**src/design/cofe_pkg.sv**
```systemverilog
`timescale 1ns / 1ps
// ----------------------------------------------------------------------------
// cofe_pkg
// Types, constants and helpers shared by the cluster occupancy event filter.
// ----------------------------------------------------------------------------
package cofe_pkg;

	// Geometry and counter sizing
	localparam int NUM_BOARDS         = 2;
	localparam int CHANNELS_PER_BOARD = 24;
	localparam int COUNT_BITS         = 8;

	localparam int LADDERS   = NUM_BOARDS * CHANNELS_PER_BOARD;
	localparam int RAM_DEPTH = 2 * LADDERS;
	localparam int RAM_AW    = $clog2(RAM_DEPTH);

	localparam logic [COUNT_BITS-1:0] COUNT_MAX = '1;

	// Budget holds -1 .. 255
	localparam int BUDGET_W = 9;
	localparam int THR_W    = 9;
	localparam int CMP_W    = (COUNT_BITS > THR_W) ? COUNT_BITS : THR_W;

	localparam int TOTAL_W = 12;
	localparam logic [TOTAL_W-1:0] TOTAL_MAX = '1;

	localparam int MASK_W     = 48;
	localparam int MASK_IDX_W = $clog2(MASK_W);

	// Configuration port
	localparam int APB_DW    = 64;
	localparam int REG_IDX_W = 3;
	localparam int ADDR_W    = REG_IDX_W + 3;

	typedef enum logic [REG_IDX_W-1:0] {
		REG_MIN_CLUSTERS    = 3'd0,
		REG_MAX_CLUSTERS    = 3'd1,
		REG_LADDER_LIMIT_S  = 3'd2,
		REG_LADDER_LIMIT_K  = 3'd3,
		REG_SAFETY_S        = 3'd4,
		REG_SAFETY_K        = 3'd5,
		REG_EXCLUDED_MASK_S = 3'd6,
		REG_EXCLUDED_MASK_K = 3'd7
	} cofe_reg_e_t;

	typedef enum logic [2:0] {
		REASON_OK       = 3'd0,
		REASON_EMPTY    = 3'd1,
		REASON_S_BUDGET = 3'd2,
		REASON_K_BUDGET = 3'd3,
		REASON_WINDOW   = 3'd4
	} cofe_reason_t;

	// Command bit of an input item
	localparam logic CMD_END_OF_EVENT = 1'b1;

	typedef struct packed {
		logic       cmd;
		logic       board_number;
		logic [4:0] channel_number;
		logic [5:0] ladder_position;
		logic       side_k;
	} cofe_in_t;

	typedef struct packed {
		logic               accept;
		logic [2:0]         reason;
		logic [TOTAL_W-1:0] kept_count;
	} cofe_out_t;

	typedef struct packed {
		logic [TOTAL_W-1:0] min_clusters;
		logic [TOTAL_W-1:0] max_clusters;
		logic [7:0]         per_ladder_limit_s;
		logic [7:0]         per_ladder_limit_k;
		logic [7:0]         safety_s;
		logic [7:0]         safety_k;
		logic [MASK_W-1:0]  excluded_mask_s;
		logic [MASK_W-1:0]  excluded_mask_k;
	} cofe_cfg_t;

	// Budget reload that goes with a safety register write
	typedef struct packed {
		logic       load_s;
		logic       load_k;
		logic [7:0] value;
	} cofe_reload_t;

	// Counter memory address: S side ladders first, then K side
	function automatic logic [RAM_AW-1:0] ladder_addr(input logic side, input logic [5:0] lad);
		logic [RAM_AW-1:0] addr;
		addr = '0;
		if (32'(lad) < LADDERS) begin
			addr = side ? RAM_AW'(LADDERS + 32'(lad)) : RAM_AW'(lad);
		end
		return addr;
	endfunction

endpackage

```
**src/design/cluster_occupancy_event_filter_top.sv**
```systemverilog
`timescale 1ns / 1ps
// ----------------------------------------------------------------------------
// cluster_occupancy_event_filter_top
// Per-event cluster occupancy filter: counts kept clusters per ladder and
// side, spends safety budget on overfull ladders, emits one verdict per event.
//
//   channel   direction  handshake                     payload
//   cluster   in         cluster_valid / cluster_stall  cofe_in_t
//   verdict   out        verdict_valid / verdict_stall  cofe_out_t
//   config    in/out     psel/penable/pwrite/pready     paddr, pwdata, prdata
//
// One item per cycle unless the input stalls: an item is registered, evaluated against the ladder
// counter memory (read as it is taken, last write forwarded) in the next cycle.
// An end-of-event request passes the input register, then loads the verdict register.
// The input stalls only when an end-of-event waits on a full, stalled verdict
// register; a cluster in the input register never holds up the input.
// Reset clears all counters at once through per-entry valid bits, no sweep.
// ----------------------------------------------------------------------------
module cluster_occupancy_event_filter_top (
	input  logic                          clk,
	input  logic                          arst_n,
	input  logic                          cluster_valid,
	output logic                          cluster_stall,
	input  cofe_pkg::cofe_in_t            cluster,
	output logic                          verdict_valid,
	input  logic                          verdict_stall,
	output cofe_pkg::cofe_out_t           verdict,
	input  logic                          psel,
	input  logic                          penable,
	input  logic                          pwrite,
	input  logic [cofe_pkg::ADDR_W-1:0]   paddr,
	input  logic [cofe_pkg::APB_DW-1:0]   pwdata,
	output logic [cofe_pkg::APB_DW-1:0]   prdata,
	output logic                          pready
);

	cofe_pkg::cofe_cfg_t    cfg;
	cofe_pkg::cofe_reload_t reload;
	cofe_pkg::cofe_in_t     item_s1;
	cofe_pkg::cofe_out_t    core_verdict;
	cofe_pkg::cofe_out_t    verdict_q;
	logic                   valid_s1;
	logic                   verdict_valid_q;
	logic                   s1_fire;

	cofe_cfg_regs u_cfg (
		.clk     (clk),
		.arst_n  (arst_n),
		.psel    (psel),
		.penable (penable),
		.pwrite  (pwrite),
		.paddr   (paddr),
		.pwdata  (pwdata),
		.prdata  (prdata),
		.pready  (pready),
		.cfg     (cfg),
		.reload  (reload)
	);

	// Stage 1 completes unless an end-of-event meets a blocked verdict register
	assign s1_fire = valid_s1 && ((item_s1.cmd != cofe_pkg::CMD_END_OF_EVENT)
		|| !verdict_valid_q || !verdict_stall);
	assign cluster_stall = valid_s1 && !s1_fire;

	// Input register
	always_ff @(posedge clk or negedge arst_n) begin
		if (!arst_n) begin
			valid_s1 <= 1'b0;
		end else if (!cluster_stall) begin
			valid_s1 <= cluster_valid;
		end
	end

	always_ff @(posedge clk) begin
		if (cluster_valid && !cluster_stall) begin
			item_s1 <= cluster;
		end
	end

	cofe_event_core u_core (
		.clk     (clk),
		.arst_n  (arst_n),
		.cfg     (cfg),
		.reload  (reload),
		.lookup  (cluster),
		.item_s1 (item_s1),
		.fire    (s1_fire),
		.verdict (core_verdict)
	);

	// Verdict register: load on end of event, drop once taken
	always_ff @(posedge clk or negedge arst_n) begin
		if (!arst_n) begin
			verdict_valid_q <= 1'b0;
		end else if (s1_fire && (item_s1.cmd == cofe_pkg::CMD_END_OF_EVENT)) begin
			verdict_valid_q <= 1'b1;
		end else if (!verdict_stall) begin
			verdict_valid_q <= 1'b0;
		end
	end

	always_ff @(posedge clk) begin
		if (s1_fire && (item_s1.cmd == cofe_pkg::CMD_END_OF_EVENT)) begin
			verdict_q <= core_verdict;
		end
	end

	assign verdict_valid = verdict_valid_q;
	assign verdict       = verdict_q;

endmodule

```
**src/design/cofe_ram.sv**
```systemverilog
`timescale 1ns / 1ps
// ----------------------------------------------------------------------------
// cofe_ram
// Generic single-write, single-read RAM with registered read data.
// ----------------------------------------------------------------------------
module cofe_ram #(
	parameter int WIDTH = 8,
	parameter int DEPTH = 96
) (
	input  logic                     clk,
	input  logic                     we,
	input  logic [$clog2(DEPTH)-1:0] waddr,
	input  logic [WIDTH-1:0]         wdata,
	input  logic [$clog2(DEPTH)-1:0] raddr,
	output logic [WIDTH-1:0]         rdata
);

	logic [WIDTH-1:0] mem_q [DEPTH];

	// Write port and registered read port; read returns the old word on collision
	always_ff @(posedge clk) begin
		if (we) begin
			mem_q[waddr] <= wdata;
		end
		rdata <= mem_q[raddr];
	end

endmodule

```
**src/design/cofe_cfg_regs.sv**
```systemverilog
`timescale 1ns / 1ps
// ----------------------------------------------------------------------------
// cofe_cfg_regs
// APB-style register file holding the filter thresholds and exclusion masks.
// ----------------------------------------------------------------------------
module cofe_cfg_regs (
	input  logic                          clk,
	input  logic                          arst_n,
	input  logic                          psel,
	input  logic                          penable,
	input  logic                          pwrite,
	input  logic [cofe_pkg::ADDR_W-1:0]   paddr,
	input  logic [cofe_pkg::APB_DW-1:0]   pwdata,
	output logic [cofe_pkg::APB_DW-1:0]   prdata,
	output logic                          pready,
	output cofe_pkg::cofe_cfg_t           cfg,
	output cofe_pkg::cofe_reload_t        reload
);

	cofe_pkg::cofe_cfg_t   cfg_q;
	cofe_pkg::cofe_reg_e_t reg_idx;
	logic                  wr_en;

	assign pready  = 1'b1;
	assign reg_idx = cofe_pkg::cofe_reg_e_t'(paddr[cofe_pkg::ADDR_W-1:3]);
	assign wr_en   = psel && penable && pwrite;
	assign cfg     = cfg_q;

	// Reload the side budget in the same edge as its safety write
	assign reload.load_s = wr_en && (reg_idx == cofe_pkg::REG_SAFETY_S);
	assign reload.load_k = wr_en && (reg_idx == cofe_pkg::REG_SAFETY_K);
	assign reload.value  = pwdata[7:0];

	// Register writes
	always_ff @(posedge clk or negedge arst_n) begin
		if (!arst_n) begin
			cfg_q.min_clusters       <= '0;
			cfg_q.max_clusters       <= '1;
			cfg_q.per_ladder_limit_s <= '1;
			cfg_q.per_ladder_limit_k <= '1;
			cfg_q.safety_s           <= '0;
			cfg_q.safety_k           <= '0;
			cfg_q.excluded_mask_s    <= '0;
			cfg_q.excluded_mask_k    <= '0;
		end else if (wr_en) begin
			case (reg_idx)
				cofe_pkg::REG_MIN_CLUSTERS: begin
					cfg_q.min_clusters <= pwdata[cofe_pkg::TOTAL_W-1:0];
				end
				cofe_pkg::REG_MAX_CLUSTERS: begin
					cfg_q.max_clusters <= pwdata[cofe_pkg::TOTAL_W-1:0];
				end
				cofe_pkg::REG_LADDER_LIMIT_S: begin
					cfg_q.per_ladder_limit_s <= pwdata[7:0];
				end
				cofe_pkg::REG_LADDER_LIMIT_K: begin
					cfg_q.per_ladder_limit_k <= pwdata[7:0];
				end
				cofe_pkg::REG_SAFETY_S: begin
					cfg_q.safety_s <= pwdata[7:0];
				end
				cofe_pkg::REG_SAFETY_K: begin
					cfg_q.safety_k <= pwdata[7:0];
				end
				cofe_pkg::REG_EXCLUDED_MASK_S: begin
					cfg_q.excluded_mask_s <= pwdata[cofe_pkg::MASK_W-1:0];
				end
				cofe_pkg::REG_EXCLUDED_MASK_K: begin
					cfg_q.excluded_mask_k <= pwdata[cofe_pkg::MASK_W-1:0];
				end
				default: begin
				end
			endcase
		end
	end

	// Read mux
	always_comb begin
		case (reg_idx)
			cofe_pkg::REG_MIN_CLUSTERS:    prdata = cofe_pkg::APB_DW'(cfg_q.min_clusters);
			cofe_pkg::REG_MAX_CLUSTERS:    prdata = cofe_pkg::APB_DW'(cfg_q.max_clusters);
			cofe_pkg::REG_LADDER_LIMIT_S:  prdata = cofe_pkg::APB_DW'(cfg_q.per_ladder_limit_s);
			cofe_pkg::REG_LADDER_LIMIT_K:  prdata = cofe_pkg::APB_DW'(cfg_q.per_ladder_limit_k);
			cofe_pkg::REG_SAFETY_S:        prdata = cofe_pkg::APB_DW'(cfg_q.safety_s);
			cofe_pkg::REG_SAFETY_K:        prdata = cofe_pkg::APB_DW'(cfg_q.safety_k);
			cofe_pkg::REG_EXCLUDED_MASK_S: prdata = cofe_pkg::APB_DW'(cfg_q.excluded_mask_s);
			cofe_pkg::REG_EXCLUDED_MASK_K: prdata = cofe_pkg::APB_DW'(cfg_q.excluded_mask_k);
			default:                       prdata = '0;
		endcase
	end

endmodule

```
**src/design/cofe_event_core.sv**
```systemverilog
`timescale 1ns / 1ps
// ----------------------------------------------------------------------------
// cofe_event_core
// Per-event state: ladder counter memory, side budgets, totals and verdict.
// ----------------------------------------------------------------------------
module cofe_event_core (
	input  logic                   clk,
	input  logic                   arst_n,
	input  cofe_pkg::cofe_cfg_t    cfg,
	input  cofe_pkg::cofe_reload_t reload,
	input  cofe_pkg::cofe_in_t     lookup,
	input  cofe_pkg::cofe_in_t     item_s1,
	input  logic                   fire,
	output cofe_pkg::cofe_out_t    verdict
);

	localparam int AW = cofe_pkg::RAM_AW;
	localparam int CW = cofe_pkg::COUNT_BITS;
	localparam int BW = cofe_pkg::BUDGET_W;
	localparam int TW = cofe_pkg::TOTAL_W;

	logic [AW-1:0]                    rd_addr;
	logic [AW-1:0]                    addr_s1;
	logic [CW-1:0]                    ram_rdata;
	logic [CW-1:0]                    cnt_old;
	logic [CW-1:0]                    cnt_new;
	logic [cofe_pkg::RAM_DEPTH-1:0]   entry_valid_q;
	logic                             fwd_valid_q;
	logic [AW-1:0]                    fwd_addr_q;
	logic [CW-1:0]                    fwd_data_q;

	logic signed [BW-1:0]             budget_s_q;
	logic signed [BW-1:0]             budget_k_q;
	logic signed [BW-1:0]             budget_sel;
	logic signed [BW-1:0]             budget_dec;
	logic [TW-1:0]                    total_seen_q;
	logic [TW-1:0]                    kept_total_q;
	cofe_pkg::cofe_reason_t           reject_q;
	cofe_pkg::cofe_reason_t           reason;

	logic                             is_cluster;
	logic                             is_eoe;
	logic                             board_ok;
	logic [cofe_pkg::MASK_IDX_W-1:0]  excl_bit;
	logic [cofe_pkg::MASK_W-1:0]      mask_sel;
	logic                             excluded;
	logic                             keep;
	logic                             lad_ok;
	logic                             ram_we;
	logic [cofe_pkg::THR_W-1:0]       thr;
	logic                             spend;
	logic [TW:0]                      kept_ext;
	logic                             below_win;
	logic                             above_win;

	assign is_cluster = fire && (item_s1.cmd != cofe_pkg::CMD_END_OF_EVENT);
	assign is_eoe     = fire && (item_s1.cmd == cofe_pkg::CMD_END_OF_EVENT);

	// Counter memory: read for the incoming item, write back from stage 1
	assign rd_addr = cofe_pkg::ladder_addr(lookup.side_k, lookup.ladder_position);
	assign addr_s1 = cofe_pkg::ladder_addr(item_s1.side_k, item_s1.ladder_position);

	cofe_ram #(
		.WIDTH (CW),
		.DEPTH (cofe_pkg::RAM_DEPTH)
	) u_count_ram (
		.clk   (clk),
		.we    (ram_we),
		.waddr (addr_s1),
		.wdata (cnt_new),
		.raddr (rd_addr),
		.rdata (ram_rdata)
	);

	// Take the word just written when the next item hits the same ladder
	always_comb begin
		if (fwd_valid_q && (fwd_addr_q == addr_s1)) begin
			cnt_old = fwd_data_q;
		end else if (entry_valid_q[addr_s1]) begin
			cnt_old = ram_rdata;
		end else begin
			cnt_old = '0;
		end
	end

	// Exclusion test on the readout channel index (board and channel)
	assign board_ok = (32'(item_s1.board_number) < cofe_pkg::NUM_BOARDS)
		&& (32'(item_s1.channel_number) < cofe_pkg::CHANNELS_PER_BOARD);
	assign excl_bit = cofe_pkg::MASK_IDX_W'(item_s1.board_number
		? cofe_pkg::CHANNELS_PER_BOARD : 0) + cofe_pkg::MASK_IDX_W'(item_s1.channel_number);
	assign mask_sel = item_s1.side_k ? cfg.excluded_mask_k : cfg.excluded_mask_s;
	assign excluded = board_ok && mask_sel[excl_bit];

	assign keep   = is_cluster && (reject_q == cofe_pkg::REASON_OK) && !excluded;
	assign lad_ok = 32'(item_s1.ladder_position) < cofe_pkg::LADDERS;
	assign ram_we = keep && lad_ok;

	// Saturating ladder count and threshold check
	assign cnt_new = (cnt_old == cofe_pkg::COUNT_MAX) ? cnt_old : cnt_old + CW'(1);
	assign thr = item_s1.side_k
		? ({1'b0, cfg.per_ladder_limit_k} + {1'b0, cfg.safety_k})
		: ({1'b0, cfg.per_ladder_limit_s} + {1'b0, cfg.safety_s});
	assign spend = ram_we && (cofe_pkg::CMP_W'(cnt_new) >= cofe_pkg::CMP_W'(thr));

	assign budget_sel = item_s1.side_k ? budget_k_q : budget_s_q;
	assign budget_dec = budget_sel - BW'(1);

	// Event state update
	always_ff @(posedge clk or negedge arst_n) begin
		if (!arst_n) begin
			entry_valid_q <= '0;
			fwd_valid_q   <= 1'b0;
			budget_s_q    <= '0;
			budget_k_q    <= '0;
			total_seen_q  <= '0;
			kept_total_q  <= '0;
			reject_q      <= cofe_pkg::REASON_OK;
		end else begin
			fwd_valid_q <= ram_we;
			if (is_eoe) begin
				entry_valid_q <= '0;
				budget_s_q    <= $signed({1'b0, cfg.safety_s});
				budget_k_q    <= $signed({1'b0, cfg.safety_k});
				total_seen_q  <= '0;
				kept_total_q  <= '0;
				reject_q      <= cofe_pkg::REASON_OK;
			end else begin
				if (reload.load_s) begin
					budget_s_q <= $signed({1'b0, reload.value});
				end
				if (reload.load_k) begin
					budget_k_q <= $signed({1'b0, reload.value});
				end
				if (is_cluster && (total_seen_q != cofe_pkg::TOTAL_MAX)) begin
					total_seen_q <= total_seen_q + TW'(1);
				end
				if (keep && (kept_total_q != cofe_pkg::TOTAL_MAX)) begin
					kept_total_q <= kept_total_q + TW'(1);
				end
				if (ram_we) begin
					entry_valid_q[addr_s1] <= 1'b1;
				end
				if (spend) begin
					if (item_s1.side_k) begin
						budget_k_q <= budget_dec;
					end else begin
						budget_s_q <= budget_dec;
					end
					if (budget_dec < 0) begin
						reject_q <= item_s1.side_k ? cofe_pkg::REASON_K_BUDGET
							: cofe_pkg::REASON_S_BUDGET;
					end
				end
			end
		end
	end

	// Hold the last write for forwarding
	always_ff @(posedge clk) begin
		fwd_addr_q <= addr_s1;
		fwd_data_q <= cnt_new;
	end

	// Verdict: empty first, then a spent budget, then the count window
	assign kept_ext  = {1'b0, kept_total_q};
	assign below_win = (kept_ext + (TW + 1)'(1)) < {1'b0, cfg.min_clusters};
	assign above_win = kept_ext > ({1'b0, cfg.max_clusters} + (TW + 1)'(1));

	always_comb begin
		if (total_seen_q == '0) begin
			reason = cofe_pkg::REASON_EMPTY;
		end else if (reject_q != cofe_pkg::REASON_OK) begin
			reason = reject_q;
		end else if (below_win || above_win) begin
			reason = cofe_pkg::REASON_WINDOW;
		end else begin
			reason = cofe_pkg::REASON_OK;
		end
	end

	assign verdict.accept     = (reason == cofe_pkg::REASON_OK);
	assign verdict.reason     = reason;
	assign verdict.kept_count = kept_total_q;

endmodule

```
**config.mk**
```make
export PLATFORM = sky130hd
export DESIGN_NAME = cluster_occupancy_event_filter_top
export DESIGN_NICKNAME = d
export VERILOG_FILES = /design/src/design/cofe_pkg.sv /design/src/design/cluster_occupancy_event_filter_top.sv /design/src/design/cofe_ram.sv /design/src/design/cofe_cfg_regs.sv /design/src/design/cofe_event_core.sv
export SDC_FILE = /design/constraint.sdc
export NUM_CORES = 2
export LEC_CHECK = 0
export ABC_AREA = 1
export BUFFER_PORTS_ARGS = -buffer_cell sky130_fd_sc_hd__buf_2
export CAP_MARGIN = 5
export CELL_PAD_IN_SITES_DETAIL_PLACEMENT = 1
export CELL_PAD_IN_SITES_GLOBAL_PLACEMENT = 1
export CORE_MARGIN = 2
export CORE_UTILIZATION = 50
export DETAILED_ROUTE_END_ITERATION = 7
export GPL_ROUTABILITY_DRIVEN = 0
export PLACE_DENSITY = 0.82
export SLEW_MARGIN = 5
export SYNTH_ARGS = -nofsm -noshare
export SYNTH_HDL_FRONTEND = slang
export SYNTH_SLANG_ARGS = --single-unit
```
**constraint.sdc**
```tcl
create_clock -name clk -period 7.8 [get_ports clk]
set_input_delay 0 -clock clk [delete_from_list [all_inputs] [get_ports clk]]
set_output_delay 0 -clock clk [all_outputs]
set_load 0.005 [all_outputs]
```
[Word-level counts from Yosys, hierarchy flattened]
Memories as Yosys holds them, arrays and structs flattened. A register that Yosys moved wholly into a read port is not among the register bits.
Index checks and enable logic that the tools add are counted.
Word-level totals
  flip-flop bits (word level): 341
  bits in writable memories: 768
  input port bits: 91
  memories kept: 1
Memories
  u_core.u_count_ram.mem_q: words 96, bits a word 8, read ports 1, clocked after Yosys merged registers in 1, write ports 1, RTL line cofe_ram.sv:18  | logic [WIDTH-1:0] mem_q [DEPTH];
Cells by class
  add/sub/neg operators: 11
  $lt $le $gt $ge: 10
  eq/ne operators: 12
  mux-type cells: 43
  bitwise gates (word level): 2
  reduce and logical (&&, ||, !) cells: 45
Operators by type and width (number)
  $pmux W64 S8: 1
  $mux W96: 2
  $or A96 B96 Y96: 1
  $mux W9: 10
  $mux W12: 4
  $mux W48: 1
  $mux W7: 4
  $add A12 B1 Y13 const B: 2
  $add A12 B1 Y12 const B: 2
  $mux W8: 3
  $ne A12 B12 Y1 const B: 2
  $add A8 B8 Y9: 2
  $logic_and A1 B1 Y1: 18
  $mux W3: 6
  $reduce_and A2 Y1: 9
  $add A6 B6 Y7 const A: 2
  $gt A12 B13 Y1: 1
  $lt A13 B12 Y1: 1
  $eq A3 B3 Y1 const B: 4
  $logic_not A12 Y1: 1
  $lt A6 B6 Y1 const B: 2
  $reduce_bool A2 Y1: 5
  $ge A8 B9 Y1: 1
  $logic_not A3 Y1: 3
  other kinds (22): 36

[Depth between registers and ports, before layout]
  depth after elaboration: 13
  gate-level depth with buffers: 39
  depth with buffers taken out: 36

[By module]
From an unflattened synthesis, not the netlist that was laid out.
Second synthesis, totals
  cell total of the unflattened synthesis: 5329
  area total of the unflattened synthesis: 51580.7 um^2
Modules (own cells, without submodules)
  cofe_ram: times used 1, cells each 2674, area an instance 31684.1 um^2, sequential area each 23222.3 um^2
  cofe_event_core: times used 1, cells each 1749, area an instance 11606.1 um^2, sequential area each 3828.7 um^2
  cofe_cfg_regs: times used 1, cells each 862, area an instance 7283.2 um^2, sequential area each 3838.7 um^2
  cluster_occupancy_event_filter_top: times used 1, cells each 44, area an instance 1007.2 um^2, sequential area each 950.9 um^2

[Worst setup path after synthesis]
OpenSTA, ideal clock, no wires.
  path type: reg2reg
  start point: register, netlist name item_s1[5]
  end point: register u_core.budget_k_q[8]
  arrival: 5.923 ns
  required time: 7.642 ns
  setup slack: 1.718 ns
  cell stages (with the launch flop): 37
  path buffers: 3
  cell sequence: edfxtp_1 -> ha_1 -> inv_2 -> nand2_1 -> buf_4 -> buf_2 -> nand2_1 -> o21ai_0 -> nand2_1 -> nand2_1 -> nand2_1 -> nand2_1 -> nand2_1 -> nand2_1 -> o21ai_2 -> nand3_2 -> nor2_1 -> nor2_1 -> inv_1 -> ha_1 -> nand2_1 -> nor2_2 -> nand2_1 -> nand2_1 -> nand3_1 -> ha_1 -> a21oi_1 -> nand2_1 -> a21oi_1 -> nand2_1 -> nand2_1 -> clkinv_1 -> nand4_1 -> clkbuf_1 -> nand2_1 -> o21ai_0 -> nor2_1
Between the ends
  cells in the longest elaborated chain, start to end: 13
  elaborated cells on any way between the ends: 18
  classes of those cells: add/sub: 2; order compare: 2; eq/ne: 2; mux: 9; reduce/logical: 3
RTL lines
  $add A6 B6 Y7: RTL line cofe_pkg.sv:94  | addr = side ? RAM_AW'(LADDERS + 32'(lad)) : RAM_AW'(lad);
  $mux W7: RTL line cofe_pkg.sv:94
  $mux W7 *: RTL line cofe_pkg.sv:93  | if (32'(lad) < LADDERS) begin
  $bmux W1 S7: RTL line cofe_event_core.sv:79  | end else if (entry_valid_q[addr_s1]) begin
  $mux W1 (not written as such): RTL line cofe_event_core.sv:79
  $mux W8: RTL line cofe_event_core.sv:79
  $mux W8 *: RTL line cofe_event_core.sv:77  | if (fwd_valid_q && (fwd_addr_q == addr_s1)) begin
  $add A8 B1 Y8 or $eq A8 B8 Y1 (tied branches): RTL line cofe_event_core.sv:99  | assign cnt_new = (cnt_old == cofe_pkg::COUNT_MAX) ? cnt_old : cnt_old + CW'(1);
  $mux W8 *: RTL line cofe_event_core.sv:99
  named net u_core.cnt_new[6]: RTL line cofe_event_core.sv:26  | logic [CW-1:0] cnt_new;
  $ge A8 B9 Y1 *: RTL line cofe_event_core.sv:103  | assign spend = ram_we && (cofe_pkg::CMP_W'(cnt_new) >= cofe_pkg::CMP_W'(thr));
  $logic_and A1 B1 Y1 *: RTL line cofe_event_core.sv:103
  $mux W9 *: RTL line cofe_event_core.sv:143  | if (spend) begin
  $mux W9 *: RTL line cofe_event_core.sv:120  | if (is_eoe) begin
  end signal, assigned: RTL line cofe_event_core.sv:123  | budget_k_q <= $signed({1'b0, cfg.safety_k});
  end signal, assigned: RTL line cofe_event_core.sv:132  | budget_k_q <= $signed({1'b0, reload.value});
  end signal, assigned: RTL line cofe_event_core.sv:145  | budget_k_q <= budget_dec;
  end, declared: RTL line cofe_event_core.sv:33  | logic signed [BW-1:0] budget_k_q;
The timed path passes the listed nets; every way through them passes the cells marked *. The select of a mux whose other input is x is not followed.
A chain may end at the register's enable or synchronous reset.

[Worst setup path after layout]
  start point: register, netlist name item_s1[5]
  end point: register u_core.budget_k_q[6]
Between the ends
  cells in the longest elaborated chain, start to end: 13
  elaborated cells on any way between the ends: 18
  classes of those cells: add/sub: 2; order compare: 2; eq/ne: 2; mux: 9; reduce/logical: 3
RTL lines (RTL line)
  $add A6 B6 Y7: cofe_pkg.sv:94
  $mux W7: cofe_pkg.sv:94
  $mux W7 *: cofe_pkg.sv:93
  $bmux W1 S7: cofe_event_core.sv:79
  $mux W1 (not written as such): cofe_event_core.sv:79
  $mux W8: cofe_event_core.sv:79
  $mux W8 *: cofe_event_core.sv:77
  $add A8 B1 Y8 or $eq A8 B8 Y1 (tied branches): cofe_event_core.sv:99
  $mux W8 *: cofe_event_core.sv:99
  named net u_core.cnt_new[1]: cofe_event_core.sv:26
  $ge A8 B9 Y1 *: cofe_event_core.sv:103
  $logic_and A1 B1 Y1 *: cofe_event_core.sv:103
  $mux W9 *: cofe_event_core.sv:143
  $mux W9 *: cofe_event_core.sv:120
Marks and branches as above.

==> impl_metrics.yaml <==
placement:
  io_buffer_count: 137
  hpwl_um: 92600
  place.detailed.instances: 5917
clock_network:
  cts_tree: "yes"
  clock_path_buffers: 3
  cts_sinks: 1116
  clock_latency_ns: 0.73
  path_clk_slew_ns: 0.06
  htree_levels: 3
  root_buffer: "clkbuf_16"
  cts_setup_buffers: 0
  numCtsBuffers: 116
worst_setup_path:
  slowest_stage: "edfxtp_1"
  critPathLaunchType: "flop"
  cp_slowest_stage_delay_ns: 0.41
  cp_common_cell: "nand2_1"
  critPathMaxFanout: 45
  worstSetupEndpointType: "flop"
  required_ns: 8.39
  cp_data_arrival_time_ns: 7.12
  criticalPathCategory: "reg -> reg"
yosys:
  async_flop_share: 0.264
  yosys.area.top_type: "edfxtp_1"
  synth_edf_count: 798
  yosysMostFrequentCell: "edfxtp_1"
  synth_top_cells_by_area: "edfxtp_1, dfrtp_1, nand2_1"
  synth-seq-area-share: 0.641
  synth_top_area_frac: 0.483
  synthFlopType: "edfxtp_1"
  synth_cells: 4716
  ys_ff_latch: 1116
  syn_area_mm2: 0.0496
  synthTopCellsByCount: "edfxtp_1, nand2_1, nor2_1"
  yosysWarningCount: 0
  syn_avg_cell_area_um2: 10.5
  yosysUniqueCellTypes: 53
min_path:
  hold_class: "in -> reg"
pwr:
  pwr-share-clk: 0.365
  p_int_mw: 10.7
  p_seq_frac: 0.482
  p_sw_frac: 0.286
  irDropWorstVdd_mv: 0.207
  comb_power_share: 0.153
  p_per_area_mw_per_mm2: 267
  cellLeakagePower_nw: 22.1
  p_sw_mw: 4.26
routing:
  drt_iter0_markers: 3997
  vias: 37700
  drt_pre_antenna_iters: 7
  wirelength_um: 155000
  vias_per_cell: 6.06
  antenna_left: 0
  wl_per_cell_um: 25.0
  drc_errors: 0
sta:
  period_share: 0.837
  hold_viol: 0
  setup_viol: 0
  fmax_mhz: 153
  min_period_ns: 6.53
  drv_slew: 0
  rsz0062_at_grt: "false"
  worst_clock_skew_ns: 0.0441
  max_slew_margin: 0.139
  worst_pin_slew_ns: 1.29
  setup_tns_ns: 0
floorplan:
  die_h_um: 319
  core_area_mm2: 0.0984
  initial_core_util: 0.504
  io_pins: 174
  num_rows: 115
  die-area_mm2: 0.102
  die_x_um: 319
global_routing:
  grt_start_max_net_pins: 161
  grt-ovfl-total: 0
  grt_pass1_vias: 40000
  antenna_found_initial: 10
  grt_pass1_wl_um: 238000
  track_usage: 0.302
cells_and_area:
  fin_nets: 4976
  final_util: 0.567
  area_delta_synth_final_pct: 12.5
  fin_cells: 6216
  drive_above_1_share: 0.107
run_status:
  status: "complete, no violations"
flow_run:
  cap_violations: 0
==> cells in the final DEF (no fill, tap or decap), types with 53 or more instances in the layout <==
master         count
o211ai_1         118
nand3_1          271
or2_2             55
o21ai_0          478
dlygate4sd3_1     76
nor2_1           606
o311ai_0          88
buf_4             53
edfxtp_1         798
inv_1            405
a21oi_1          168
clkbuf_16        119
dfrtp_1          267
ha_1              58
nand2_1          668
buf_2            135
==> power by group through the flow <==
stage	clock network [mW]	registers [mW]	logic, mW
after floorplan	0	7.27	1.34
final	5.45	7.19	2.28
after global routing	5.71	7.22	2.50
after detailed placement	0	7.30	2.18
after CTS	5.49	7.19	2.25
after global placement	0	7.28	2.06
==> kinds of logic (layout without fill, tap and decap cells) <==
kind of cell	after synthesis	in the layout	share of synthesized area
DFF	1116	1116	0.641
buffers and inverters	716	910	0.0568
xor gates and xnor gates	36	36	0.00635
other	2	21	0.000151
AOI/OAI and AO/OA	1040	1040	0.126
and+or+nand+nor	1680	1680	0.139
muxes	65	65	0.0140
adders and majority gates	61	61	0.0158
==> critical path: cells and delay by family, from the launching register on <==
family | cells | cell delay, ns
flip-flops | 1 | 0.41
adder cells (fa/ha/maj) | 3 | 0.76
AND/OR/NAND/NOR | 26 | 3.06
AO/OA/AOI/OAI | 4 | 0.60
buffers and inverters | 6 | 1.52
==> sequential cells by signal, indices dropped and copies added, names as in the netlist <==
register / count
valid_s1: 1
u_core.u_count_ram.mem_q: 768
verdict: 16
u_core.budget_s_q: 9
u_core.u_count_ram.rdata: 8
u_core.reject_q: 2
u_core.kept_total_q: 12
u_core.entry_valid_q: 96
u_core.fwd_addr_q: 7
u_core.total_seen_q: 12
u_core.budget_k_q: 9
u_core.fwd_data_q: 8
u_core.fwd_valid_q: 1
item_s1: 14
u_cfg.cfg: 152
verdict_valid: 1
==> through the flow <==
stage / total power, mW / setup WS [ns] / hold WS, ns / area [um^2]
2_1_floorplan: 8.60 / 1.72 / -0.296 / 49700
3_3_place_gp: 9.34 / 1.69 / 0.126 / 51400
3_5_place_dp: 9.48 / 1.45 / 0.125 / 51400
4_1_cts: 14.9 / 1.33 / 0.00513 / 55800
5_1_grt: 15.4 / 0.649 / 0.0383 / 55800
6_report: 14.9 / 1.27 / 0.0203 / 55800
==> path summary, 6_finish.rpt <==
kind | start | to | slack, ns | depth (start not counted)
setup / recovery | item_s1[5] | u_core.budget_k_q[6] | 1.27 | 39
hold / removal | cluster[12] | item_s1[12] | 0.02 | 2
setup reg to reg | item_s1[5] | u_core.budget_k_q[6] | 1.27 | 39
hold reg to reg | u_core.entry_valid_q[49] | u_core.entry_valid_q[49] | 0.50 | 1
max in group asynchronous | arst_n | u_cfg.cfg[19] | 6.01 | 4
min in group asynchronous | arst_n | u_cfg.cfg[13] | 0.47 | 3
==> final cells by class <==
cell class | instances | area [um^2]
flip-flops and latches | 1116 | 31800
fillers | 10500 | 42600
multi-input cells | 2899 | 15200
well taps | 1287 | 1610
inverters | 422 | 1600
clock buffers | 148 | 3130
repair buffers | 269 | 1930
clock inverters | 71 | 543
diodes | 4 | 10.0
==> layer usage <==
layer / part of all wire / global-route usage / up-vias
met5: 0.00025 / 0 / -
met2: 0.50 / 0.526 / 1512
met1: 0.39 / 0.376 / 19100
met3: 0.059 / 0.0396 / 370
li1: - / - / 16700
met4: 0.045 / 0.137 / 6
==> timing repair <==
action | 4_1_cts | 5_1_grt
hold endpoints to repair | 306 | 0
hold buffers | 76 | 0
gates resized for setup | 0 | 0
Note: power is estimated with default switching activity, not from simulation.
